--- src/design/cthp_pkg.sv ---
// ----------------------------------------------------------------------------
// cthp_pkg
// shared types and constants for the chirality triple product histogram unit
// ----------------------------------------------------------------------------
package cthp_pkg;

   localparam int unsigned COORD_W = 16;
   localparam int unsigned DIST_W  = 16;
   localparam int unsigned ELEM_W  = 3;
   localparam int unsigned CHI_W   = 16;
   localparam int unsigned BINO_W  = 7;
   localparam int unsigned CNT_W   = 32;
   localparam int unsigned DEN_W   = 3 * DIST_W;
   localparam int unsigned TP_W    = 51;
   localparam int unsigned QUO_W   = 15;
   localparam int unsigned NUM_W   = DEN_W + QUO_W;
   localparam int unsigned Q14_ONE = 16384;

   typedef struct packed {
      logic                      valid;
      logic                      moved;
      logic signed [COORD_W-1:0] x;
      logic signed [COORD_W-1:0] y;
      logic signed [COORD_W-1:0] z;
      logic [DIST_W-1:0]         d;
   } entry_type;

   typedef struct packed {
      logic start;
      logic busy;
      logic done;
   } div_ctl_type;

   typedef enum logic [3:0] {
      ST_CLEAR,
      ST_IDLE,
      ST_CROSS,
      ST_DOT,
      ST_SUM,
      ST_ABS,
      ST_CHK,
      ST_DIV,
      ST_BIN,
      ST_RD_E,
      ST_WR_E,
      ST_RD_T,
      ST_WR_T,
      ST_DONE
   } state_type;

endpackage

--- src/design/cthp_cell.sv ---
// ----------------------------------------------------------------------------
// cthp_cell
// one slot of the nearest neighbor insertion chain
// ----------------------------------------------------------------------------
module cthp_cell (
   input  logic                clock,
   input  logic                reset,
   input  logic                clear,
   input  logic                shift_en,
   input  cthp_pkg::entry_type in_entry,
   output cthp_pkg::entry_type out_entry,
   output cthp_pkg::entry_type held
);
   import cthp_pkg::*;

   entry_type held_ff;
   entry_type held_in;
   logic      take;

   // a displaced entry is older than everything below it
   always_comb begin
      take = in_entry.valid &&
             (in_entry.moved || !held_ff.valid || (in_entry.d < held_ff.d));
      held_in = held_ff;
      out_entry = in_entry;
      if (take) begin
         held_in = in_entry;
         held_in.moved = 1'b0;
         out_entry = held_ff;
         out_entry.moved = 1'b1;
      end
   end

   always_ff @(posedge clock) begin
      if (reset || clear) begin
         held_ff.valid <= 1'b0;
      end else if (shift_en) begin
         held_ff <= held_in;
      end
   end

   assign held = held_ff;

endmodule

--- config.mk ---
export PLATFORM = sky130hd
export DESIGN_NAME = cthp_cell
export DESIGN_NICKNAME = d
export VERILOG_FILES = /design/src/design/cthp_pkg.sv /design/src/design/cthp_cell.sv
export SDC_FILE = /design/constraint.sdc
export NUM_CORES = 1
export LEC_CHECK = 0
export ABC_AREA = 1
export BUFFER_PORTS_ARGS = -buffer_cell sky130_fd_sc_hd__buf_2
export CORE_AREA = 5 5 99 101
export CTS_CLUSTER_SIZE = 25
export DETAILED_ROUTE_END_ITERATION = 8
export DIE_AREA = 0 0 104 106
export PLACE_DENSITY = 0.75
export SLEW_MARGIN = 30
export SYNTH_ARGS = -nofsm -noshare
export SYNTH_HDL_FRONTEND = slang
export SYNTH_SLANG_ARGS = --single-unit
export TNS_END_PERCENT = 5
--- constraint.sdc ---
create_clock -name clock -period 3.35 [get_ports clock]
set_input_delay 0.67 -clock clock [delete_from_list [all_inputs] [get_ports clock]]
set_output_delay 0.67 -clock clock [all_outputs]
set_load 0.03 [all_outputs]
# After elaboration in Yosys (flattened, before gate mapping)

Cells that the tools add are included.

Logic and storage cells: 15
Bits of input ports: 70
Register bits after elaboration: 65

Bitwise logic cells: 1
Magnitude comparators: 1
Muxes and demuxes: 1
Reduce and logical (&&, ||, !) cells: 7

Operator list:

| cell                        | number |
|---|---|
| 66-bit two-way mux          | 1 |
| 16-bit less-than comparator | 1 |
| 1-bit logical OR            | 3 |
| 3-bit AND reduction         | 1 |
| 2-bit AND reduction         | 1 |
| 1-bit logical AND           | 1 |
| 1-bit logical NOT           | 1 |
| 1-bit NOT                   | 1 |

# Logic depth before layout (Yosys ltp)

Depth after elaboration: 5
Depth in mapped cells: 16
Mapped depth without buffers: 14

# Least setup slack after synthesis

No wires, ideal clock.

Path kind: input-to-reg
Start point: input port in_entry[5] in the netlist's numbering
End point: register held_ff, in the netlist held[0] (enable)
Path slack: -0.044 ns
Cell stages on the path: 11
Arrival: 2.976 ns
Setup time: 0.418 ns
Cell sequence: ha_1 > a21oi_1 > nor2_1 > nor3_1 > nand2_1 > nand2_1 > nand2_1 > nand2_2 > buf_4 > nand3b_1 > inv_1

Cells in the longest elaborated chain, start to end: 4

Ends and longest elaborated chain:

| item                                 | line            | source |
|---|---|---|
| start: declaration                   | cthp_cell.sv:10 | `input cthp_pkg::entry_type in_entry,` |
| 16-bit less-than comparator          | cthp_cell.sv:23 | `(in_entry.moved \|\| !held_ff.valid \|\| (in_entry.d < held_ff.d));` |
| 1-bit logical OR                     | cthp_cell.sv:23 |  |
| 1-bit logical AND                    | cthp_cell.sv:22 | `take = in_entry.valid &&` |
| 3-bit AND reduction (no source line) | n/a             |  |
| end signal: assignment               | cthp_cell.sv:38 | `held_ff <= held_in;` |
| end: declaration                     | cthp_cell.sv:16 | `entry_type held_ff;` |

No other way between the ends.
A chain may end at the register's enable or synchronous reset.

==> results.txt <==
FF+latch count, synth = 65
Crit path from = in_entry[15]
Critical path launch point type = input port
Post-CTS Hold Buffers = 0
Total setup buffers inserted after CTS = 0
Synth unique cells = 20
Post-DR wirelength/cell = 14.4 um
EDFF count, synth = 64
CP Capture Point = out_entry[33]
CP Class = input port to primary output
Largest net degree at the start of global routing = 49
Total power = 1.87 mW
Design area = 0.00462 mm2
Max reg flops = 65
GRT Residual Overflow = 0
IO Count = 202
CTS tree = done
Hpwl dp = 7.44 mm
RSZ-0062 raised after global routing = false
Layout cells sized above 1 = 40.2%
Final Setup Violations = 0
Status = finished, final reports clean
Peak VDD IR = 0.189 mV
Mapped Cells = 362
Final antenna-violating net count = 0
Utilization after layout = 51.7%
Root Buffer = clkbuf_8
Sequential cell area fraction in the yosys report = 58.0%
Vias in the first global route = 3,148
Final hold violation count = 0
Fmax = 331 MHz
Drt first pass iters = 4
Mapped Nets = 447
R2R Path End = held[15]
Most numerous cell in the Yosys netlist = nand2_1
Net count reported at finish = 645
Worst-Skew Late Latency = 0.33 ns
Ys flop type = edfxtp_1
Hold path depth = 2
First-pass GRT wire length = 15.4 mm
Mapped cell area = 0.00335 mm2
Max cap viols = 0
Bufs on Longest Clock Path = 2
Slew Viols, Final = 0
Layout Area Growth over Synthesis = 38.1%
Total track usage = 17.1%
Starting Density = 37.5%
R2R cell count = 11
CTS Sinks = 65
Placed Area = 0.00446 mm2
Sequential Area = 0.00194 mm2
IO Port Bufs = 200
Vias = 3,253
Setup TNS = 0 ns
Die Ht = 106 um
Synth top cells by count = nand2_1, nand3_1, edfxtp_1
Crit. End Element = primary output
Die X = 104 um
Die Footprint = 0.0110 mm2
PwrDens = 405 mW/mm2
Tightest Hold Check Type = flip-flop to flip-flop
Final WL = 9.70 mm
Hold slack = 0.507 ns
Avg Cell Area, Syn = 9.24 um2
Period utilisation layout = 90.2%
Routability Congestion = 0.810
Initial DRC count = 165
Synth area leader = edfxtp_1
Most Crowded Layer GR = met2
Clock-pin slew on the worst setup and hold paths = 0.07 ns
Worst path required time = 2.68 ns
Met3 Use GR = 4.98%
PostCTS Resize Cnt = 0
Met1 usage in global routing = 19.1%
Yosys warnings = 0
Fill count = 860
Met2 Use GR = 31.0%
Rows = 35
Worst R2R Start = held[11]
Ys async rst share = 0%
Reg2reg setup slack = 0.82 ns
Skew final = 0.00559 ns
Area of the multi-input gates = 0.00117 mm2
Yosys top cell area share = 57.4%
Avg Vias per Cell = 4.81
Ant. Diodes = 0
Dominant cells by area after synthesis = edfxtp_1, nand2_1, nand3_1, ha_1, inv_1
Initial antenna violation count = 0
Post-route DRC = 0
Post-layout min period = 3.02 ns
Worst Path Max Fanout = 48
CP arrival = 2.35 ns
Pleak = 2.43 nW
CTS buffer count = 9
CTS H-tree depth = 3
Core area = 0.00893 mm2
[kinds of logic (layout without fill, tap and decap cells)]
| family | Yosys count | count (layout) | synth area share [%] |
|---|---|---|---|
| AOI/OAI and AO/OA | 8 | 8 | 1.20 |
| adders and majority gates | 15 | 15 | 5.61 |
| buffers and inverters | 48 | 251 | 7.03 |
| DFF | 65 | 65 | 58.0 |
| other | 1 | 1 | 0.112 |
| and+or+nand+nor | 225 | 225 | 28.0 |
[layer usage]
metal | part of all wire, % | vias to the layer above | wire, um
li1 | - | 1599 | -
met1 | 39 | 1492 | 3780
met2 | 51 | 148 | 5000
met3 | 7.9 | 14 | 763
met4 | 1.7 | 0 | 166
met5 | 0 | - | 0
[stage by stage]
step | setup slack (ns) | instances
3_5_place_dp | 0.322 | 660
2_1_floorplan | 0.300 | 362
3_3_place_gp | 0.347 | 660
6_report | 0.327 | 676
5_1_grt | 0.107 | 676
4_1_cts | 0.293 | 676
[critical path: stages]
cell	delay, ns
buf_2	0.12
ha_1	0.29
nand2_1	0.06
inv_2	0.05
nand3_1	0.08
nor3_1	0.14
nand2_1	0.08
nand2_1	0.07
nand2_2	0.09
nand2_2	0.11
buf_12	0.23
nand2_1	0.10
nand2_1	0.07
buf_2	0.19
[cells in the final DEF (no fill, tap or decap)]
cell	instances
edfxtp_1	64
o21ai_0	1
buf_12	3
clkinvlp_4	2
clkbuf_1	1
dfxtp_1	1
inv_2	1
nand3b_1	1
o21ai_1	1
nand2_1	151
buf_4	6
clkinv_4	1
nor2_1	4
nor3_1	2
conb_1	1
inv_1	24
a21oi_1	6
nand3_1	65
buf_2	200
clkinv_2	3
clkinv_1	1
clkbuf_8	9
nand2_2	2
ha_1	15
[worst min-delay path by stage]
stage | startpoint | endpoint | slack (ns)
final | held[65] | held[65] | 0.51
after global routing | in_entry[55] | held[55] | 0.49
after CTS | in_entry[32] | held[32] | 0.50
after detailed placement | held[65] | held[65] | 0.50
after global placement | held[65] | held[65] | 0.49
after floorplan | held[65] | held[65] | 0.60
[report_power, final]
| part | internal, mW | switching, mW | total [mW] | leakage [nW] |
|---|---|---|---|---|
| combinational | 0.120 | 0.273 | 0.394 | 1.76 |
| clock | 0.263 | 0.297 | 0.560 | 0.0835 |
| sequential | 0.911 | 0.00831 | 0.919 | 0.589 |
| total | 1.29 | 0.579 | 1.87 | 2.43 |
[area by class of cell]
cell class	count	share of cell area (%)
inverters	26	2.19
repair buffers	209	23.9
flip-flops and latches	65	42.0
multi-input cells	249	25.3
clock buffers	10	2.76
clock inverters	6	0.758
well taps	111	3.01
Note: power is estimated with default switching activity, not from simulation.
