File: config.mk
export PLATFORM = sky130hd
export DESIGN_NAME = cthp_divider
export DESIGN_NICKNAME = d
export VERILOG_FILES = /design/src/design/cthp_pkg.sv /design/src/design/cthp_divider.sv
export SDC_FILE = /design/constraint.sdc
export NUM_CORES = 1
export LEC_CHECK = 0
export BUFFER_PORTS_ARGS = -buffer_cell sky130_fd_sc_hd__buf_2
export CAP_MARGIN = 15
export CORE_MARGIN = 5
export CORE_UTILIZATION = 52
export DETAILED_ROUTE_END_ITERATION = 12
export PLACE_DENSITY = 0.86
export SETUP_SLACK_MARGIN = 0.02
export SLEW_MARGIN = 5
export SYNTH_ARGS = -nofsm -noshare
export SYNTH_HDL_FRONTEND = slang
export SYNTH_SLANG_ARGS = --single-unit
File: constraint.sdc
create_clock -name clock -period 3 [get_ports clock]
set_input_delay 0.15 -clock clock [delete_from_list [all_inputs] [get_ports clock]]
set_output_delay 0.15 -clock clock [all_outputs]
set_load 0.02 [all_outputs]
File: src/design/cthp_pkg.sv
// ----------------------------------------------------------------------------
// cthp_pkg
// shared types and constants for the chirality triple product histogram unit
// ----------------------------------------------------------------------------
package cthp_pkg;

   localparam int unsigned COORD_W = 16;
   localparam int unsigned DIST_W  = 16;
   localparam int unsigned ELEM_W  = 3;
   localparam int unsigned CHI_W   = 16;
   localparam int unsigned BINO_W  = 7;
   localparam int unsigned CNT_W   = 32;
   localparam int unsigned DEN_W   = 3 * DIST_W;
   localparam int unsigned TP_W    = 51;
   localparam int unsigned QUO_W   = 15;
   localparam int unsigned NUM_W   = DEN_W + QUO_W;
   localparam int unsigned Q14_ONE = 16384;

   typedef struct packed {
      logic                      valid;
      logic                      moved;
      logic signed [COORD_W-1:0] x;
      logic signed [COORD_W-1:0] y;
      logic signed [COORD_W-1:0] z;
      logic [DIST_W-1:0]         d;
   } entry_type;

   typedef struct packed {
      logic start;
      logic busy;
      logic done;
   } div_ctl_type;

   typedef enum logic [3:0] {
      ST_CLEAR,
      ST_IDLE,
      ST_CROSS,
      ST_DOT,
      ST_SUM,
      ST_ABS,
      ST_CHK,
      ST_DIV,
      ST_BIN,
      ST_RD_E,
      ST_WR_E,
      ST_RD_T,
      ST_WR_T,
      ST_DONE
   } state_type;

endpackage

File: src/design/cthp_divider.sv
// ----------------------------------------------------------------------------
// cthp_divider
// restoring divider, one quotient bit per cycle
// ----------------------------------------------------------------------------
module cthp_divider (
   input  logic                          clock,
   input  logic                          reset,
   input  logic                          start,
   input  logic [cthp_pkg::NUM_W-1:0]    num,
   input  logic [cthp_pkg::DEN_W-1:0]    den,
   output logic [cthp_pkg::QUO_W-1:0]    quo,
   output cthp_pkg::div_ctl_type         ctl
);
   import cthp_pkg::*;

   localparam int unsigned CNT_BITS = $clog2(QUO_W + 1);

   logic [DEN_W-1:0]    rem_ff, rem_in;
   logic [QUO_W-1:0]    low_ff, low_in;
   logic [QUO_W-1:0]    quo_ff, quo_in;
   logic [DEN_W-1:0]    den_ff;
   logic [CNT_BITS-1:0] cnt_ff, cnt_in;
   logic                busy_ff, busy_in;
   logic                done_ff, done_in;
   logic [DEN_W:0]      trial;
   logic [DEN_W:0]      diff;

   always_comb begin
      trial = {rem_ff, low_ff[QUO_W-1]};
      diff = trial - {1'b0, den_ff};
      rem_in = rem_ff;
      low_in = low_ff;
      quo_in = quo_ff;
      cnt_in = cnt_ff;
      busy_in = busy_ff;
      done_in = 1'b0;
      if (start) begin
         rem_in = num[NUM_W-1:QUO_W];
         low_in = num[QUO_W-1:0];
         quo_in = '0;
         cnt_in = CNT_BITS'(QUO_W);
         busy_in = 1'b1;
      end else if (busy_ff) begin
         low_in = {low_ff[QUO_W-2:0], 1'b0};
         if (!diff[DEN_W]) begin
            rem_in = diff[DEN_W-1:0];
            quo_in = {quo_ff[QUO_W-2:0], 1'b1};
         end else begin
            rem_in = trial[DEN_W-1:0];
            quo_in = {quo_ff[QUO_W-2:0], 1'b0};
         end
         cnt_in = cnt_ff - 1'b1;
         if (cnt_ff == CNT_BITS'(1)) begin
            busy_in = 1'b0;
            done_in = 1'b1;
         end
      end
   end

   always_ff @(posedge clock) begin
      if (reset) begin
         busy_ff <= 1'b0;
         done_ff <= 1'b0;
         cnt_ff <= '0;
      end else begin
         busy_ff <= busy_in;
         done_ff <= done_in;
         cnt_ff <= cnt_in;
      end
      rem_ff <= rem_in;
      low_ff <= low_in;
      quo_ff <= quo_in;
      if (start) begin
         den_ff <= den;
      end
   end

   assign quo = quo_ff;
   assign ctl.start = start;
   assign ctl.busy = busy_ff;
   assign ctl.done = done_ff;

endmodule

# After elaboration in Yosys (flattened, before gate mapping)
# Index checks and enable logic that the tools add are counted.
# word_totals
register_bits	132
inputBits	114
out_inout_bits	18
elab_cells	25
# classes
add_sub_neg	2
eq_ne	1
mux	12
bitwise	1
n_reduce_logical	2
# op_table
cell	count
$mux W48	3
$sub A49 B48 Y49	1
$mux W15	2
$mux W4	2
$mux W1	5
$eq A4 B1 Y1 const B	1
$sub A4 B1 Y4 const B	1
$reduce_or A3 Y1	1
$reduce_bool A2 Y1	1
$not A1 Y1	1

# Longest topological paths before layout
# logic_depth
word_depth	4
ltp_mapped	15
ltp_nobuf	13

# Worst setup path before layout
# OpenSTA, ideal clock, no wires.
# synth_path
path_kind	register -> register
startpoint	register low_ff[14]
endpoint	register rem_ff[17] (data pin)
setup_ns	0.270
arrival_time_ns	2.984
t_required_ns	2.730
path_slack_ns	-0.254
stages_incl_launch_ff	16
n_path_buf	2
period_less_slack_ns	3.254
cell_sequence	edfxtp_1 inv_1 ha_1 inv_1 fa_1 a211oi_1 o21a_1 a21oi_1 o21ai_1 a21oi_2 and4_1 nor3_2 buf_2 buf_4 mux2i_1 a21oi_1
# synth_via
elab_chain_cells	4
# synth_rtl
element	line_no	rtl
from (decl)	cthp_divider.sv:19	logic [QUO_W-1:0] low_ff, low_in;
from (signal assigned)	cthp_divider.sv:71	low_ff <= low_in;
$sub A49 B48 Y49	cthp_divider.sv:30	diff = trial - {1'b0, den_ff};
$mux W48	cthp_divider.sv:45	if (!diff[DEN_W]) begin
$mux W48	cthp_divider.sv:43	end else if (busy_ff) begin
$mux W48	cthp_divider.sv:37	if (start) begin
named net rem_in[17]	cthp_divider.sv:18	logic [DEN_W-1:0] rem_ff, rem_in;
to (signal assigned)	cthp_divider.sv:70	rem_ff <= rem_in;
to (decl)	cthp_divider.sv:18	
# The timed path passes the listed nets, and every way through them passes these cells. The select of a mux whose other input is x is not followed.
# A chain may end at the register's enable or synchronous reset.

# Final worst setup path
# layout_path
startpoint	register low_ff[14]
endpoint	register rem_ff[26] (data pin)
# Same word-level chain as after synthesis.

==> metrics.txt <==
status=complete, but fails checks; violated checks=setup timing; Inst Count DP=between 1000 and 1500; worst hold margin=around 5.3 ps; Post-Syn Nets=about 1000; layout cell share with drive strength beyond 1=33.1%; Gate Count Post-Synth=~820; initial antenna violation count=1; Fin. Hold Viols=0; switch share=between 30% and 40%; Post-synth top flop=edfxtp_1; final wirelength=about 26000 um; Post-synth EDFFs=roughly 110; Yosys top cell by area=edfxtp_1; arrival time at the worst endpoint=3540 ps; clock power share=18.6%; internal power=between 7 and 8 mW; Congestion Overflow GR=0; TritonCTS Buffers=17; Synthesis Warnings=0; clk_skew=just over 10 ps; Comb pwr share=59.0%; Post-DRT Antenna Nets=0; die height=around 140 um; Vias=7910; final setup fails=slightly below 50; slew of the pin with the lowest slew margin=735 ps; H-tree levels=4; PwrDens=1010 mW/mm^2; vias in the first global route=slightly below 8000; share of the synthesized area in the top cell type=between 40 and 50%; wire per inst=18.8 um; Worst R2R Setup Slack=-390 ps; CP required=3150 ps; die area=0.0186 sq mm; first-pass GRT wire length=just under 40000 um; gpl congestion=0.905; critical path fanouts, max=9; Post-synth ARST share=0%; floorplan core area=between 0.015 and 0.02 sq mm; Starting Density=between 50% and 60%; sw power=around 4.6 mW; Clock Tree Buf Depth=2; Fmax=about 0.29 GHz; DRT Pass-1 Iters=7; Hold Path Class=primary input to flop; Die X-Extent=136 um; Max-Slew Margin vs Limit=51.0%; maximum vdd drop=approximately 0.64 mV; Avg Cell Area, Syn=10.1 sq um; post-route clock period utilization=113%; Root Buffer=clkbuf_16; clk slew on worst S/H paths=about 60 ps; Core Rows=46; Num Clock Sinks=between 100 and 150; Seq/Total Area, Yosys=between 40% and 50%; Layout area overhead=42.2%; Worst setup EP type=flop; Post-DP HPWL=between 15000 and 20000 um; initial drt markers=between 900 and 1000; mapped cell area=a little over 0.008 sq mm; CP Launch Type=flop; PnR worst setup slack=-393 ps; Final Instance Count excl. Fillers=roughly 1400; Flop pwr share=between 20% and 30%; Yosys reg bits=between 100 and 150; drt via density=approximately 5.8; WS Path Type=flop to flop; min Tclk post-route=around 3400 ps; Final Slew Violations=0; unrepaired setup endpoints after global routing=true; max_cap viols=0; PnR Total Power=roughly 12 mW; Residual DRC=0; CTS tree=yes; Port Buf Inserts=131; finished layout cell area=about 0.012 sq mm; Cell variety after synth=between 60 and 70; Synth area leaders=edfxtp_1, ha_1, mux2i_1, dfxtp_1, a21oi_1; placed inst area=between 0.01 and 0.015 sq mm; GRT Overall Usage=a little over a quarter; Layout fillers=1020; Worst-Skew Late Latency=roughly 430 ps; # diodes=0; Leak Pwr=approximately 5.3 nW; nets@finish=between 1000 and 1500; largest net degree at the start of global routing=103; io pins=roughly 130
[cell usage after synthesis, types with 9 or more instances]
library cell / count
ha_1: 50
or3_1: 9
dfxtp_1: 21
o21ai_0: 61
nand4_1: 12
inv_1: 59
o21a_1: 9
xnor2_1: 23
mux2i_1: 54
a21o_1: 30
nor2_1: 57
clkbuf_1: 23
edfxtp_1: 111
mux2_2: 15
xor2_1: 20
nand2_1: 83
a21oi_1: 64
[worst paths after layout]
kind / startpoint / cells past startpoint / to
worst max-delay path: low_ff[14]$_DFFE_PP_ / 15 / rem_ff[26]$_DFFE_PP_
worst min-delay path: num[17] / 3 / rem_ff[2]$_DFFE_PP_
worst max register to register: low_ff[14]$_DFFE_PP_ / 15 / rem_ff[26]$_DFFE_PP_
worst min register to register: quo[6]$_SDFFE_PP0P_ / 2 / quo[6]$_SDFFE_PP0P_
[power by group through the flow]
stage / logic [mW] / clock network [mW] / registers (mW)
final: 7.05 / 2.22 / 2.69
after global routing: 7.46 / 2.33 / 2.71
after CTS: 6.15 / 2.22 / 2.66
after detailed placement: 5.35 / 0 / 2.68
after global placement: 5.19 / 0 / 2.66
after floorplan: 3.55 / 0 / 2.62
[cell type report]
cell class	instances	area [sq um]	share of cell area [%]
Sequential cell	132	3750	31.8
Timing Repair Buffer	323	2420	20.5
Inverter	60	225	1.91
Clock buffer	18	429	3.64
Multi-Input combinational cell	595	4500	38.2
Tap cell	216	270	2.29
Clock inverter	14	191	1.62
[critical path: stages (launching register included)]
cell and delay, ps:
edfxtp_1 370, inv_2 90, ha_4 130, inv_2 40, fa_2 380, a211oi_2 240, o21a_1 250, a21oi_4 90
o21ai_2 220, a21oi_4 90, and4_4 190, nor3_4 270, buf_6 190, buf_12 160, mux2i_4 260, o21ai_0 120
[metrics by stage]
step                      setup WS, ps  TNS, ps  utilization (%)
final                             -393   -14110             74.7
after global routing              -473   -18680             74.7
after CTS                         -220    -6320             72.7
after detailed placement          -216    -6000             64.1
after global placement            -130    -2560             64.1
after floorplan                   17.1        0                -
[metal layers]
metal / vias up / track usage [%] / wire, um
met5: - / 0 / 7
met4: 2 / 11.5 / 994
met3: 98 / 5.55 / 1900
met2: 435 / 44.9 / 12700
met1: 3746 / 32.6 / 9930
li1: 3629 / - / -
[what timing repair did]
item | in CTS | in global routing
resized for setup | 31 | 53
pin swaps | 9 | 23
gates cloned | 3 | 2
buffers inserted | 6 | 10
setup endpoints to repair | 48 | 49
endpoints found under the hold margin | 55 | 0
hold buffers | 50 | 0
[logic make-up (layout without fill, tap and decap cells)]
group                    count (synthesis)  count (layout)  share of synthesized area, %
AO/OA/AOI/OAI                          228             228                          17.5
flip-flops                             132             132                          45.3
buffers and inverters                   97             415                          4.83
XOR/XNOR                                43              43                          4.54
multiplexers                            69              69                          8.56
adder cells (fa/ha/maj)                 51              51                          7.79
AND/OR/NAND/NOR                        204             204                          11.5
[flip-flops by register name, indices dropped and copies added (netlist names)]
signal and cells:
den_ff 48, rem_ff 48, low_ff 15, quo 15
cnt_ff 4, busy_ff 1, done_ff 1
[layout by cell type, fill, tap and decap left out, types with 14 or more instances in the layout]
| cell | Yosys | final |
|---|---|---|
| dfxtp_1 | 21 | 21 |
| xor2_1 | 20 | 20 |
| nand2_1 | 83 | 81 |
| mux2_2 | 15 | 14 |
| a21oi_1 | 64 | 60 |
| o21ai_0 | 61 | 46 |
| buf_4 | 7 | 124 |
| a21o_1 | 30 | 30 |
| mux2i_1 | 54 | 46 |
| inv_1 | 59 | 53 |
| ha_1 | 50 | 41 |
| edfxtp_1 | 111 | 111 |
| xnor2_1 | 23 | 23 |
| buf_2 | 2 | 130 |
| nor2_1 | 57 | 57 |
| clkbuf_16 | 0 | 19 |
| dlygate4sd3_1 | 0 | 50 |
No activity file was read; power rests on OpenSTA's default activity.
